File: src/design/rrsd_pkg.sv
// ----------------------------------------------------------------------------
// rrsd_pkg
// shared constants and types of the run-length raster span decoder
// ----------------------------------------------------------------------------
package rrsd_pkg;

    localparam int IMAGE_WIDTH  = 640;
    localparam int IMAGE_HEIGHT = 480;

    localparam int BYTE_W   = 8;
    localparam int ROW_W    = 9;
    localparam int COL_W    = 10;
    localparam int LEN_W    = 7;
    localparam int COLOR_W  = 7;

    localparam int OUT_PAY_W   = ROW_W + COL_W + LEN_W + COLOR_W;
    localparam int OUT_TDATA_W = ((OUT_PAY_W + 7) / 8) * 8;
    localparam int OUT_PAD_W   = OUT_TDATA_W - OUT_PAY_W;

    localparam int FIFO_DEPTH = 4;
    localparam int PTR_W      = 2;
    localparam int CNT_W      = 3;

    typedef struct packed {
        logic [ROW_W-1:0]   row;
        logic [COL_W-1:0]   column;
        logic [LEN_W-1:0]   length;
        logic [COLOR_W-1:0] color;
        logic               last;
        logic               done;
    } t_span;

    typedef struct packed {
        logic [1:0] count;
        t_span      span0;
        t_span      span1;
    } t_push;

endpackage

File: src/design/rrsd_decode.sv
// ----------------------------------------------------------------------------
// rrsd_decode
// input register, token state and span split for one stream byte
// ----------------------------------------------------------------------------
module rrsd_decode import rrsd_pkg::*; (
    input  logic              i_clk,
    input  logic              i_rst_n,
    input  logic              i_s_tvalid,
    output logic              o_s_tready,
    input  logic [BYTE_W-1:0] i_s_tdata,    // stream_byte
    input  logic [CNT_W-1:0]  i_fifo_count,
    output t_push             o_push
);

    logic              r_in_valid;
    logic [BYTE_W-1:0] r_in_byte;
    logic              r_await;
    logic [LEN_W-1:0]  r_pending;
    logic [COL_W-1:0]  r_col;
    logic [ROW_W-1:0]  r_row;
    logic              r_done;

    logic               advance;
    logic               run_start;
    logic               emit;
    logic [LEN_W-1:0]   run_len;
    logic [COLOR_W-1:0] run_color;
    logic [COL_W-1:0]   room;
    logic [LEN_W-1:0]   take1;
    logic [COL_W:0]     col_sum;
    logic               wrap;
    logic [ROW_W-1:0]   row_inc;
    logic               hit_end;
    logic [LEN_W-1:0]   rest;
    logic               second;

    assign advance    = r_in_valid && (i_fifo_count <= CNT_W'(FIFO_DEPTH - 2));
    assign o_s_tready = !r_in_valid || advance;

    always_comb begin
        run_start = !r_done && (r_await || r_in_byte[BYTE_W-1]);
        run_len   = r_await ? r_pending : LEN_W'(1);
        run_color = r_in_byte[COLOR_W-1:0];
        emit      = advance && run_start && (run_len != '0);
        room      = COL_W'(IMAGE_WIDTH) - r_col;
        take1     = ({{(COL_W-LEN_W){1'b0}}, run_len} < room) ? run_len : room[LEN_W-1:0];
        col_sum   = {1'b0, r_col} + (COL_W+1)'(take1);
        wrap      = col_sum >= (COL_W+1)'(IMAGE_WIDTH);
        row_inc   = r_row + ROW_W'(1);
        hit_end   = wrap && (row_inc >= ROW_W'(IMAGE_HEIGHT));
        rest      = run_len - take1;
        second    = wrap && !hit_end && (rest != '0);

        o_push.span0.row    = r_row;
        o_push.span0.column = r_col;
        o_push.span0.length = take1;
        o_push.span0.color  = run_color;
        o_push.span0.last   = !second;
        o_push.span0.done   = hit_end;

        o_push.span1.row    = row_inc;
        o_push.span1.column = '0;
        o_push.span1.length = rest;
        o_push.span1.color  = run_color;
        o_push.span1.last   = 1'b1;
        o_push.span1.done   = 1'b0;

        o_push.count = emit ? (second ? 2'd2 : 2'd1) : 2'd0;
    end

    always_ff @(posedge i_clk) begin
        if (i_s_tvalid && o_s_tready) begin
            r_in_byte <= i_s_tdata;
        end
    end

    always_ff @(posedge i_clk) begin
        if (!i_rst_n) begin
            r_in_valid <= 1'b0;
            r_await    <= 1'b0;
            r_pending  <= '0;
            r_col      <= '0;
            r_row      <= '0;
            r_done     <= 1'b0;
        end else begin
            if (o_s_tready) begin
                r_in_valid <= i_s_tvalid;
            end
            if (advance && !r_done) begin
                if (r_await) begin
                    r_await <= 1'b0;
                end else if (!r_in_byte[BYTE_W-1]) begin
                    r_pending <= r_in_byte[LEN_W-1:0];
                    r_await   <= 1'b1;
                end
            end
            if (emit) begin
                if (wrap) begin
                    r_row  <= row_inc;
                    r_col  <= second ? COL_W'(rest) : '0;
                    r_done <= hit_end;
                end else begin
                    r_col <= col_sum[COL_W-1:0];
                end
            end
        end
    end

    a_quiet_after_done: assert property (@(posedge i_clk) disable iff (!i_rst_n)
        r_done |-> (o_push.count == 2'd0))
        else $error("span pushed after frame end");

    a_split_order: assert property (@(posedge i_clk) disable iff (!i_rst_n)
        (o_push.count == 2'd2) |-> (o_push.span1.last && !o_push.span0.last
                                    && !o_push.span0.done))
        else $error("bad flags on split run");

    a_nonzero_len: assert property (@(posedge i_clk) disable iff (!i_rst_n)
        (o_push.count != 2'd0) |-> (o_push.span0.length != '0))
        else $error("empty span pushed");

endmodule

File: src/design/rrsd_span_fifo.sv
// ----------------------------------------------------------------------------
// rrsd_span_fifo
// small span queue taking up to two spans per cycle, one out per transfer
// ----------------------------------------------------------------------------
module rrsd_span_fifo import rrsd_pkg::*; (
    input  logic             i_clk,
    input  logic             i_rst_n,
    input  t_push            i_push,
    output logic [CNT_W-1:0] o_count,
    output logic             o_m_tvalid,
    input  logic             i_m_tready,
    output t_span            o_span
);

    t_span            r_mem [FIFO_DEPTH];
    logic [PTR_W-1:0] r_wr_ptr;
    logic [PTR_W-1:0] r_rd_ptr;
    logic [CNT_W-1:0] r_count;
    logic             pop;

    assign o_count    = r_count;
    assign o_m_tvalid = r_count != '0;
    assign o_span     = r_mem[r_rd_ptr];
    assign pop        = o_m_tvalid && i_m_tready;

    always_ff @(posedge i_clk) begin
        if (i_push.count != 2'd0) begin
            r_mem[r_wr_ptr] <= i_push.span0;
        end
        if (i_push.count == 2'd2) begin
            r_mem[r_wr_ptr + PTR_W'(1)] <= i_push.span1;
        end
    end

    always_ff @(posedge i_clk) begin
        if (!i_rst_n) begin
            r_wr_ptr <= '0;
            r_rd_ptr <= '0;
            r_count  <= '0;
        end else begin
            r_wr_ptr <= r_wr_ptr + PTR_W'(i_push.count);
            r_rd_ptr <= r_rd_ptr + PTR_W'(pop);
            r_count  <= r_count + CNT_W'(i_push.count) - CNT_W'(pop);
        end
    end

    a_count_bound: assert property (@(posedge i_clk) disable iff (!i_rst_n)
        r_count <= CNT_W'(FIFO_DEPTH))
        else $error("span queue count out of range");

    a_no_overflow: assert property (@(posedge i_clk) disable iff (!i_rst_n)
        ((CNT_W+1)'(r_count) + (CNT_W+1)'(i_push.count)) <= (CNT_W+1)'(FIFO_DEPTH))
        else $error("span queue overflow");

endmodule

File: src/design/rle_raster_span_decoder.sv
// ----------------------------------------------------------------------------
// rle_raster_span_decoder
// decodes a run-length packed byte stream into raster spans
// ----------------------------------------------------------------------------
// slave channel: one stream byte per transfer on s_tdata
// master channel: one span per transfer; tdata holds row, column, length and
//   palette index, tlast marks the final span of a byte, tuser marks the span
//   that completes the frame
// an accepted byte is held in the input register and decoded from there; its
//   spans are written into the span queue and offered from it on the master side
// one byte is taken every cycle while the span queue has room; a byte whose run
//   crosses a row end yields two spans and two transfers on the master side, so
//   the sustained byte rate is set by the single master channel
// a four-entry span queue sits between decode and the master side; decode
//   stalls when fewer than two entries are free, so a stalled receiver holds
//   back the slave side after at most a few bytes, with no loss
// reset clears position, token state and the frame-done flag; bytes arriving
//   after the frame is complete are accepted and dropped until reset
// ----------------------------------------------------------------------------
module rle_raster_span_decoder import rrsd_pkg::*; (
    input  logic                   i_clk,
    input  logic                   i_rst_n,
    input  logic                   i_s_tvalid,
    output logic                   o_s_tready,
    input  logic [BYTE_W-1:0]      i_s_tdata,   // stream_byte
    output logic                   o_m_tvalid,
    input  logic                   i_m_tready,
    output logic [OUT_TDATA_W-1:0] o_m_tdata,   // span_row, span_column, span_length, color_index
    output logic                   o_m_tlast,   // last_span
    output logic                   o_m_tuser    // frame_done
);

    t_push            push;
    t_span            span;
    logic [CNT_W-1:0] fifo_count;

    rrsd_decode u_decode (
        .i_clk        (i_clk),
        .i_rst_n      (i_rst_n),
        .i_s_tvalid   (i_s_tvalid),
        .o_s_tready   (o_s_tready),
        .i_s_tdata    (i_s_tdata),
        .i_fifo_count (fifo_count),
        .o_push       (push)
    );

    rrsd_span_fifo u_fifo (
        .i_clk      (i_clk),
        .i_rst_n    (i_rst_n),
        .i_push     (push),
        .o_count    (fifo_count),
        .o_m_tvalid (o_m_tvalid),
        .i_m_tready (i_m_tready),
        .o_span     (span)
    );

    assign o_m_tdata = {{OUT_PAD_W{1'b0}}, span.color, span.length, span.column, span.row};
    assign o_m_tlast = span.last;
    assign o_m_tuser = span.done;

endmodule

File: config.mk
export PLATFORM = sky130hd
export DESIGN_NAME = rle_raster_span_decoder
export DESIGN_NICKNAME = d
export VERILOG_FILES = /design/src/design/rrsd_pkg.sv /design/src/design/rrsd_decode.sv /design/src/design/rrsd_span_fifo.sv /design/src/design/rle_raster_span_decoder.sv
export SDC_FILE = /design/constraint.sdc
export NUM_CORES = 1
export LEC_CHECK = 0
export ABC_AREA = 0
export BUFFER_PORTS_ARGS = -buffer_cell sky130_fd_sc_hd__buf_2
export CORE_UTILIZATION = 56
export CTS_CLUSTER_SIZE = 10
export DETAILED_ROUTE_END_ITERATION = 7
export PLACE_DENSITY = 0.78
export SYNTH_ARGS = -nofsm -noshare
export SYNTH_HDL_FRONTEND = slang
export SYNTH_SLANG_ARGS = --single-unit
File: constraint.sdc
create_clock -name i_clk -period 5.85 [get_ports i_clk]
set_input_delay 0.585 -clock i_clk [delete_from_list [all_inputs] [get_ports i_clk]]
set_output_delay 0.585 -clock i_clk [all_outputs]
set_load 0.1 [all_outputs]
# ---- After elaboration in Yosys (flattened, before gate mapping)
# Memories as Yosys holds them, arrays and structs flattened. A register that Yosys moved wholly into a read port is not among the register bits.
# Index checks and enable logic that the tools add are counted.
dict set report classes {
  mux 13
  order_cmp 4
  n_reduce_logical 22
  bitwise_logic 2
  n_addsub 9
  n_eq_ne 1
}
# operator count
set ops {}
lappend ops {{7-bit two-way mux} 3}
lappend ops {{7-bit nonzero test} 2}
lappend ops {{10-bit by 7-bit adder with 11-bit output} 1}
lappend ops {{11-bit by 10-bit greater-or-equal comparator with 1-bit output, second input constant} 1}
lappend ops {{1-bit logical AND} 10}
lappend ops {{7-bit by 10-bit < comparator with 1-bit output} 1}
lappend ops {{10-bit two-way mux} 1}
lappend ops {{10-bit subtractor, first input constant} 1}
lappend ops {{9-bit by 1-bit adder with 9-bit output, second input constant} 1}
lappend ops {{9-bit greater-or-equal comparator, second input constant} 1}
lappend ops {{7-bit subtractor} 1}
lappend ops {{1-bit two-way mux} 6}
lappend ops {{2-bit two-way mux} 3}
lappend ops {{1-bit zero test} 4}
lappend ops {{3-bit by 2-bit adder with 3-bit output} 1}
lappend ops {{3-bit by 2-bit less-or-equal comparator with 1-bit output, second input constant} 1}
lappend ops {{3-bit AND reduction} 1}
lappend ops {{3-bit nonzero test} 1}
lappend ops {{3-bit by 1-bit subtractor with 3-bit output} 1}
lappend ops {{2-bit by 1-bit adder with 2-bit output} 1}
lappend ops {{2-bit by 1-bit adder with 2-bit output, second input constant} 1}
lappend ops {{2-bit adder} 1}
lappend ops {{2-bit == test, second input constant} 1}
lappend ops {{1-bit logical OR} 2}
lappend ops {{other kinds (3)} 4}
dict set report totals {
  out_inout_bits 44
  ram_bits 140
  reg_bits 44
  n_memories 1
  elab_cells 62
  in_bits 12
}
# name depth width read_ports rd_clocked_by_memory_dff wr line
set memory_table {}
lappend memory_table {u_fifo.r_mem 4 35 1 1 2 rrsd_span_fifo.sv:15} ;# t_span r_mem [FIFO_DEPTH];

# ---- Logic depth before layout (Yosys ltp)
# Gate-level depths: netlist (run 1).
dict set report depth {
  word_depth 14
  mapped_depth 31
  mapped_depth_nobuf 27
}

# ---- Cells and area by module
# A second synthesis (run 1) with hierarchy kept.
dict set report hier_totals {
  cells_unflattened 739
  hier_area_um2 10273.6
}
# mod area_each_um2 instances cells_per_inst seq_area_each_um2
set by_module_without_submodules {}
lappend by_module_without_submodules {rrsd_span_fifo 7191.9 1 382 4344.2}
lappend by_module_without_submodules {rrsd_decode 3025.4 1 349 820.8}
lappend by_module_without_submodules {rle_raster_span_decoder 56.3 1 8 0.0}

# ---- Least setup slack after synthesis (run 1)
# No wires, ideal clock.
dict set report synth_path {
  path_kind {register to register}
  from {register u_decode.r_col[3]}
  to {memory u_fifo.r_mem[0][10] (netlist name), enable pin}
  period_less_slack_ns 5.590
  setup_time_ns 0.380
  t_arrival_ns 5.210
  n_path_buf 5
  t_required_ns 5.470
  path_slack_ns 0.260
  path_stages_with_launch 25
  path_cell_list {dfxtp_1 -> buf_2 -> nor3_1 -> nand3_1 -> xnor2_1 -> ha_1 -> nand4_1 -> a311oi_1 -> o22a_1 -> nand2_1 -> clkbuf_1 -> o21ai_0 -> inv_1 -> ha_1 -> fa_1 -> nand3_1 -> a21boi_1 -> o221a_2 -> o2111ai_1 -> o211ai_1 -> buf_2 -> or3_1 -> buf_2 -> buf_6 -> nand2_1}
}
# element line
set synth_rtl {}
lappend synth_rtl {{from (decl)} rrsd_decode.sv:19} ;# logic [COL_W-1:0] r_col;
lappend synth_rtl {{from (signal assigned)} rrsd_decode.sv:100} ;# r_col <= second ? COL_W'(rest) : '0;
lappend synth_rtl {{from (signal assigned)} rrsd_decode.sv:103} ;# r_col <= col_sum[COL_W-1:0];
lappend synth_rtl {{to (decl)} rrsd_span_fifo.sv:15}

==> results of run 1 <==
==> placed cells by master (no fill, tap or decap), types with 29 or more instances in the layout <==
master and n:
a2111oi_0 29, a21o_1 33, a21oi_1 78, buf_2 48
buf_4 37, dfxtp_1 80, edfxtp_1 100, ha_1 30
mux4_2 35, nand2_1 128, nor2_1 34, o22ai_1 29
==> worst max-delay path: stages, from the launching register on <==
cell,delay (ps)
dfxtp_1,310
buf_4,180
nor3_1,200
xor2_1,260
ha_1,290
a211oi_1,270
o21ai_0,140
o22a_1,250
nand2_4,180
nor2_1,60
a21oi_1,220
inv_1,160
fa_1,450
nand2b_1,160
a21oi_1,270
a31o_2,240
and4_1,280
nor3_4,70
buf_4,210
or3_1,520
nand2_1,140
buf_4,310
==> metrics by stage <==
| stage | utilization | instance area [µm²] | hold WS (ps) |
|---|---|---|---|
| floorplan | - | 9740 | 432 |
| global placement | 0.606 | 10200 | 438 |
| detailed placement | 0.606 | 10200 | 443 |
| CTS | 0.642 | 10800 | 308 |
| global route | 0.643 | 10800 | 305 |
| finish | 0.643 | 10800 | 314 |
==> cells in the mapped netlist (7+ instances only) <==
master     instances
inv_1             26
a21boi_1           7
mux4_2            35
buf_2             18
o31ai_1            8
a2111oi_0         29
nor2_1            34
a21oi_1           81
nand3_1           12
dfxtp_1           84
nor3_1            12
and2_1            11
a21boi_0          23
nand2_1          129
ha_1              30
o21ai_0           18
nand2b_1           8
buf_4              7
xnor2_1            8
mux2i_1            8
a21o_1            33
xor2_1            10
edfxtp_1         100
or3_1             17
or2_2              8
or4_1              7
o22ai_1           29
clkbuf_1          47
==> registers in the layout, indices dropped and copies added, names as in the netlist <==
signal,flops
u_decode.r_done,1
u_fifo.r_rd_ptr,2
u_fifo.r_wr_ptr,2
u_fifo.o_count,3
u_decode.r_await,1
u_decode.r_in_byte,8
u_decode.r_col,10
u_fifo.r_mem,140
u_decode.r_row,9
u_decode.r_pending,7
u_decode.r_in_valid,1
==> power by group through the flow <==
stage | clock (mW) | sequential, mW | combinational [mW]
after global routing | 1.20 | 1.53 | 1.54
after global placement | 0 | 1.54 | 1.44
final | 1.14 | 1.52 | 1.47
after detailed placement | 0 | 1.55 | 1.46
after floorplan | 0 | 1.50 | 1.23
after CTS | 1.15 | 1.52 | 1.46
==> cell type report <==
type	count	area, µm²
Sequential cell	184	4690
Clock inverter	9	88.8
Fill cell	1295	5980
Multi-Input combinational cell	630	4600
Tap cell	220	275
Clock buffer	22	495
Timing Repair Buffer	86	538
Inverter	26	97.6
==> cell families after synthesis <==
logic type,after synthesis,share of synthesized area
buffers and inverters,110,0.0524
other,1,0.000386
muxes,43,0.0893
and+or+nand+nor,265,0.132
AOI/OAI and AO/OA,263,0.181
adders and majority gates,33,0.0448
xor gates and xnor gates,19,0.0185
DFF,184,0.482
==> metal layers <==
| metal | track usage | share of wire | up-vias | routed length, µm |
|---|---|---|---|---|
| met3 | 0.0594 | 0.084 | 51 | 2130 |
| met2 | 0.469 | 0.48 | 395 | 12200 |
| li1 | - | - | 3466 | - |
| met5 | 0 | 0 | - | 0 |
| met1 | 0.406 | 0.42 | 3711 | 10600 |
| met4 | 0.112 | 0.020 | 0 | 505 |
==> worst min-delay path by stage <==
| stage | endpoint | slack, ps |
|---|---|---|
| after floorplan | u_decode.r_done$_SDFFE_PN0P_ | 430 |
| after global placement | u_fifo.r_mem[3][21]$_SDFFE_PP0N_ | 440 |
| after detailed placement | u_fifo.r_mem[3][23]$_SDFFE_PP0N_ | 440 |
| after CTS | u_decode.r_in_byte[1]$_DFFE_PP_ | 310 |
| after global routing | u_decode.r_in_byte[1]$_DFFE_PP_ | 310 |
| final | u_decode.r_in_byte[1]$_DFFE_PP_ | 310 |
==> summary.txt, run 1 <==
Yosys
  • EDFF count, synth: 100
  • Post-synthesis sequential area ratio: 0.482
  • Synth warnings: 0
  • Area contributors post-synth: edfxtp_1, dfxtp_1, mux4_2
  • Syn Inst Count: about 920
  • Largest area contributor in the netlist: edfxtp_1
  • Yosys cell types: 66
  • Share of the synthesized area in the top cell type: 0.309
  • Fraction of registers with async set/reset: 0
  • Mapped Area: 9720 µm²
  • FF+latch count, synth: 184
  • Top_reg_cell synth: edfxtp_1
  • Syn avg cell area: 10.6 µm²

Hold path
  • WHS Path Cells: 1
  • Worst Min Path Start: i_s_tdata[1]
  • Hold WC Path Type: in -> reg

STA
  • Highest attainable clock frequency: 0.182 GHz
  • Fin. Hold Viols: 0
  • Worst setup margin: 352 ps
  • RSZ-0062 raised after global routing: no
  • Final Cycle Share: 0.940
  • Slew at the pin closest to its max-slew limit: 1290 ps
  • Clock Skews: 13.9 ps
  • Final TNS setup: 0 ps
  • Crit path time final: 5500 ps
  • Final setup viols: 0
  • Max transition margin: 0.135
  • Final Max Tran Viols: 0

Clock tree
  • CTS Sinks: 184
  • Clk_lat worst skew: 450 ps
  • # hold bufs at CTS: 0
  • CTS Buffer Depth: 2
  • Root buffer cell: clkbuf_16
  • Gates resized, CTS repair: 2
  • Clk slew on worst S/H paths: 70 ps
  • TritonCTS buffer count: 17
  • Postcts setup bufs: 0
  • H-tree lvl count: 4
  • TritonCTS clock tree: yes

Power and ir drop
  • Sequential power share: 0.368
  • P_leak: between 4 and 5 nW
  • Combinational power share: 0.355
  • P_int: 2.47 mW
  • Worst VDD drop: about 390 µV
  • Sw frac: 0.403
  • Total power: 4.13 mW
  • Net Switching: roughly 1.7 mW
  • Clk pwr share: 0.277
  • Pwr dens: around 380 nW/µm²

Setup path
  • Crit start category: register
  • Crit path kind: reg -> reg
  • Setup crit end: u_fifo.r_mem[0][13]$_DFFE_PP_
  • Worst reg2reg path depth: 21
  • Setup crit end kind: register
  • Crit path from: u_decode.r_col[2]$_SDFFE_PN0P_
  • FF-to-FF setup slack: ~350 ps
  • CP arrival: 5620 ps
  • Reg2reg end: u_fifo.r_mem[0][13]$_DFFE_PP_
  • R2r startpoint: u_decode.r_col[2]$_SDFFE_PN0P_
  • CP required: 5970 ps
  • Critical Path Fanout Max: 21

Job
  • Max-Cap Viols: 0

Route
  • Final ANT Viol Nets: 0
  • Detailed-route wire length per cell: ~22 µm
  • WL final: 25.4 mm
  • Iter 0 DRT Violations: ~770
  • First-pass DRT Iterations: 5
  • # DRC: 0
  • Vias: 7623
  • Routed vias/inst: roughly 6.5

Die
  • Row count: 47
  • Die width: 134 µm
  • I/O pins: 56
  • Die Area: 17900 µm²
  • Die H: 134 µm
  • Core area: 16800 µm²
  • Starting Density: 0.580

Global routing
  • Initial antenna violation count: 0
  • GRT Overall Usage: 0.297
  • Global-route wire length before repair: 40.1 mm
  • Vias in the first global route: about 7400
  • Pin count of the biggest net entering global routing: 57
  • Global route overflow: 0

Finish
  • Antenna diodes: 0
  • Layout cell share with drive strength beyond 1: 0.185
  • Synth-to-Final Area Change: 10.9%
  • Final #Nets: 990
  • Final Instance Count excl. Fillers: 1177

Placement
  • GPL Wtd Cong: 0.955
  • PortBufs: 48
  • Hpwl dp: 16.6 mm
  • DP Cell Count: around 1100
  • Setup WS pre-CTS: -8.83 ps

Outcome
  • Status: complete, no violations
Power figures use the tool's default switching activity.
==> run 2, diff against run 1 <==
--- a/config.mk
+++ b/config.mk
@@ -11,6 +11,8 @@
 export CTS_CLUSTER_SIZE = 10
 export DETAILED_ROUTE_END_ITERATION = 7
 export PLACE_DENSITY = 0.78
+export REMOVE_ABC_BUFFERS = 1
+export SKIP_CTS_REPAIR_TIMING = 1
 export SYNTH_ARGS = -nofsm -noshare
 export SYNTH_HDL_FRONTEND = slang
 export SYNTH_SLANG_ARGS = --single-unit
==> summary.txt, run 2 (synthesis gave the netlist of run 1 again) <==
Setup path
  • CP required: 6140 ps (+170 ps)
  • FF-to-FF setup slack: 460 ps (+100 ps)
  • Critical Path Fanout Max: 14 (-33%)
  • Setup crit end kind: register
  • Crit start category: register
  • Crit path kind: reg -> reg
  • R2r startpoint: u_decode.r_col[0]$_SDFFE_PN0P_
  • Worst reg2reg path depth: 23 (+9.5%)
  • Reg2reg end: u_fifo.o_count[2]$_SDFF_PN0_
  • CP arrival: 5680 ps (+60 ps)

Power and ir drop
  • Pwr dens: 380 nW/µm² (-0.70%)
  • Worst VDD drop: 309 µV (-21%)
  • Total power: 4.09 mW (-1.0%)
  • P_leak: 4.16 nW (+0.13%)

Hold path
  • Worst Hold End: u_decode.r_in_byte[4]$_DFFE_PP_
  • WHS Path Cells: 1 (unchanged)
  • Hold WC Path Type: in -> reg
  • Worst Min Path Start: i_s_tdata[4]

STA
  • Final setup viols: 0 (unchanged)
  • Hold_ws: 326 ps (+11.6 ps)
  • RSZ-0062 raised after global routing: no
  • Fin. Hold Viols: 0 (unchanged)
  • Clock Skews: 10.8 ps (-3.07 ps)
  • Max transition margin: 0.143 (+0.00802)
  • Final Cycle Share: 0.922 (-0.0178)
  • Final Max Tran Viols: 0 (unchanged)
  • Worst setup margin: 456 ps (+104 ps)
  • Highest attainable clock frequency: 0.185 GHz (+1.9%)
  • Final TNS setup: 0 ps (unchanged)
  • Crit path time final: 5390 ps (-104 ps)
  • Slew at the pin closest to its max-slew limit: 1290 ps (-8.89 ps)

Route
  • # DRC: 0 (unchanged)
  • Vias: 7503 (-1.6%)
  • First-pass DRT Iterations: 5 (unchanged)
  • WL final: 24.3 mm (-4.5%)
  • Final ANT Viol Nets: 0 (unchanged)
  • Iter 0 DRT Violations: 780 (+0.78%)
  • Routed vias/inst: 6.37 (-1.6%)
  • Detailed-route wire length per cell: 20.6 µm (-4.5%)
  • Max Used Layer: met4
  • Routed length on met2: 12.0 mm (-1.6%)
  • Met1 WL: 9.86 mm (-6.8%)
  • WL met3: 1.83 mm (-14%)

Global routing
  • Pin count of the biggest net entering global routing: 38 (-33%)
  • Initial antenna violation count: 0 (unchanged)
  • GRT Overall Usage: 0.283 (-0.0148)
  • Vias in the first global route: 7272 (-1.2%)
  • Global route overflow: 0 (unchanged)
  • Global-route wire length before repair: 38.5 mm (-4.0%)

Finish
  • Biggest register: u_fifo.r_mem
  • Final #Nets: 989 (-0.10%)
  • Largest regs: u_fifo.r_mem x140, u_decode.r_col x10, u_decode.r_row x9
  • Final Util: 0.641 (-0.00201)
  • Max reg flops: 140 (unchanged)
  • Synth-to-Final Area Change: 10.6%
  • Commonest non-fill, non-tap cell in the layout: nand2_1
  • Final Instance Count excl. Fillers: 1177 (unchanged)
  • Fill count: 1301 (+0.46%)
  • Commonest cells after routing, fill and taps aside: nand2_1, edfxtp_1, dfxtp_1
  • Layout cell share with drive strength beyond 1: 0.186 (+0.00104)
  • Antenna diodes: 0 (unchanged)
  • Fin area: 10700 µm² (-0.31%)

Clock tree
  • CTS Sinks: 184 (unchanged)
  • TritonCTS clock tree: yes
  • Clk slew on worst S/H paths: 70 ps (about the same)
  • CTS Buffer Depth: 2 (unchanged)
  • Clk_lat worst skew: 430 ps (-20 ps)
  • Root buffer cell: clkbuf_16
  • TritonCTS buffer count: 17 (unchanged)
  • H-tree lvl count: 4 (unchanged)

Job
  • Max-Cap Viols: 0 (unchanged)

Die
  • Die Area: 17900 µm² (unchanged)
  • Core area: 16800 µm² (unchanged)
  • Die width: 134 µm (unchanged)
  • Starting Density: 0.580 (unchanged)
  • Row count: 47 (unchanged)
  • Die H: 134 µm (unchanged)
  • I/O pins: 56 (unchanged)

Placement
  • Placed Area: 10100 µm² (-0.20%)
  • PortBufs: 48 (unchanged)
  • GPL Wtd Cong: 0.938 (-1.8%)
  • Setup WS pre-CTS: 289 ps (+297 ps)
  • Hpwl dp: 16.1 mm (-3.2%)
  • DP Cell Count: 1145 (-0.087%)

Outcome
  • Status: complete, no violations
[run 2: changes by cell type in the layout (fill, tap and decap cells not counted), moves of 2 or more]
cell      delta
clkbuf_8     -3
dfxtp_1      +2
inv_6        +2
inv_8        +4
dfxtp_2      -2
[run 2: layout make-up]
cell class              instances  area, µm²  area share
repair buffers                 85        518      0.0482
clock inverters                15        158      0.0147
well taps                     220        275      0.0256
clock buffers                  17        425      0.0396
inverters                      26       97.6     0.00908
multi-input cells             630       4590       0.427
flip-flops and latches        184       4690       0.436
[run 2: critical path, cell delays in order, from the launching register on]
cell and delay [ps]:
dfxtp_1 310, buf_4 170, nor3_1 240, xor2_1 210, ha_1 280, a211oi_1 230
o21ai_0 130, o22a_2 230, nand2_2 220, nor2_1 90, a21oi_1 460, inv_1 100
ha_1 260, or3_1 420, o221a_2 250, o2111ai_1 220, o2111ai_1 160, nor2_1 160
nand2_1 70, ha_1 310, inv_1 50, fa_1 430, xnor2_1 180, nor2_1 60
[run 2: power breakdown]
| part | switching [mW] | internal (mW) |
|---|---|---|
| clock network | 0.533 | 0.605 |
| logic | 1.06 | 0.369 |
| registers | 0.0832 | 1.44 |
[run 2: worst max-delay path by stage]
stage                                         end                           start  cells past startpoint
floorplan           u_fifo.r_mem[2][10]$_DFFE_PP_  u_decode.r_col[1]$_SDFFE_PN0P_                     21
global placement     u_fifo.o_count[2]$_SDFF_PN0_  u_decode.r_col[4]$_SDFFE_PN0P_                     24
detailed placement   u_fifo.o_count[2]$_SDFF_PN0_  u_decode.r_col[4]$_SDFFE_PN0P_                     24
CTS                  u_fifo.o_count[2]$_SDFF_PN0_  u_decode.r_col[4]$_SDFFE_PN0P_                     24
global route         u_fifo.o_count[2]$_SDFF_PN0_  u_decode.r_col[2]$_SDFFE_PN0P_                     24
finish               u_fifo.o_count[2]$_SDFF_PN0_  u_decode.r_col[0]$_SDFFE_PN0P_                     23
[run 2: per-layer routing]
metal	vias to the layer above	track usage
li1	3462	-
met1	3636	0.362
met2	353	0.469
met3	52	0.0578
met4	0	0.112
met5	-	0
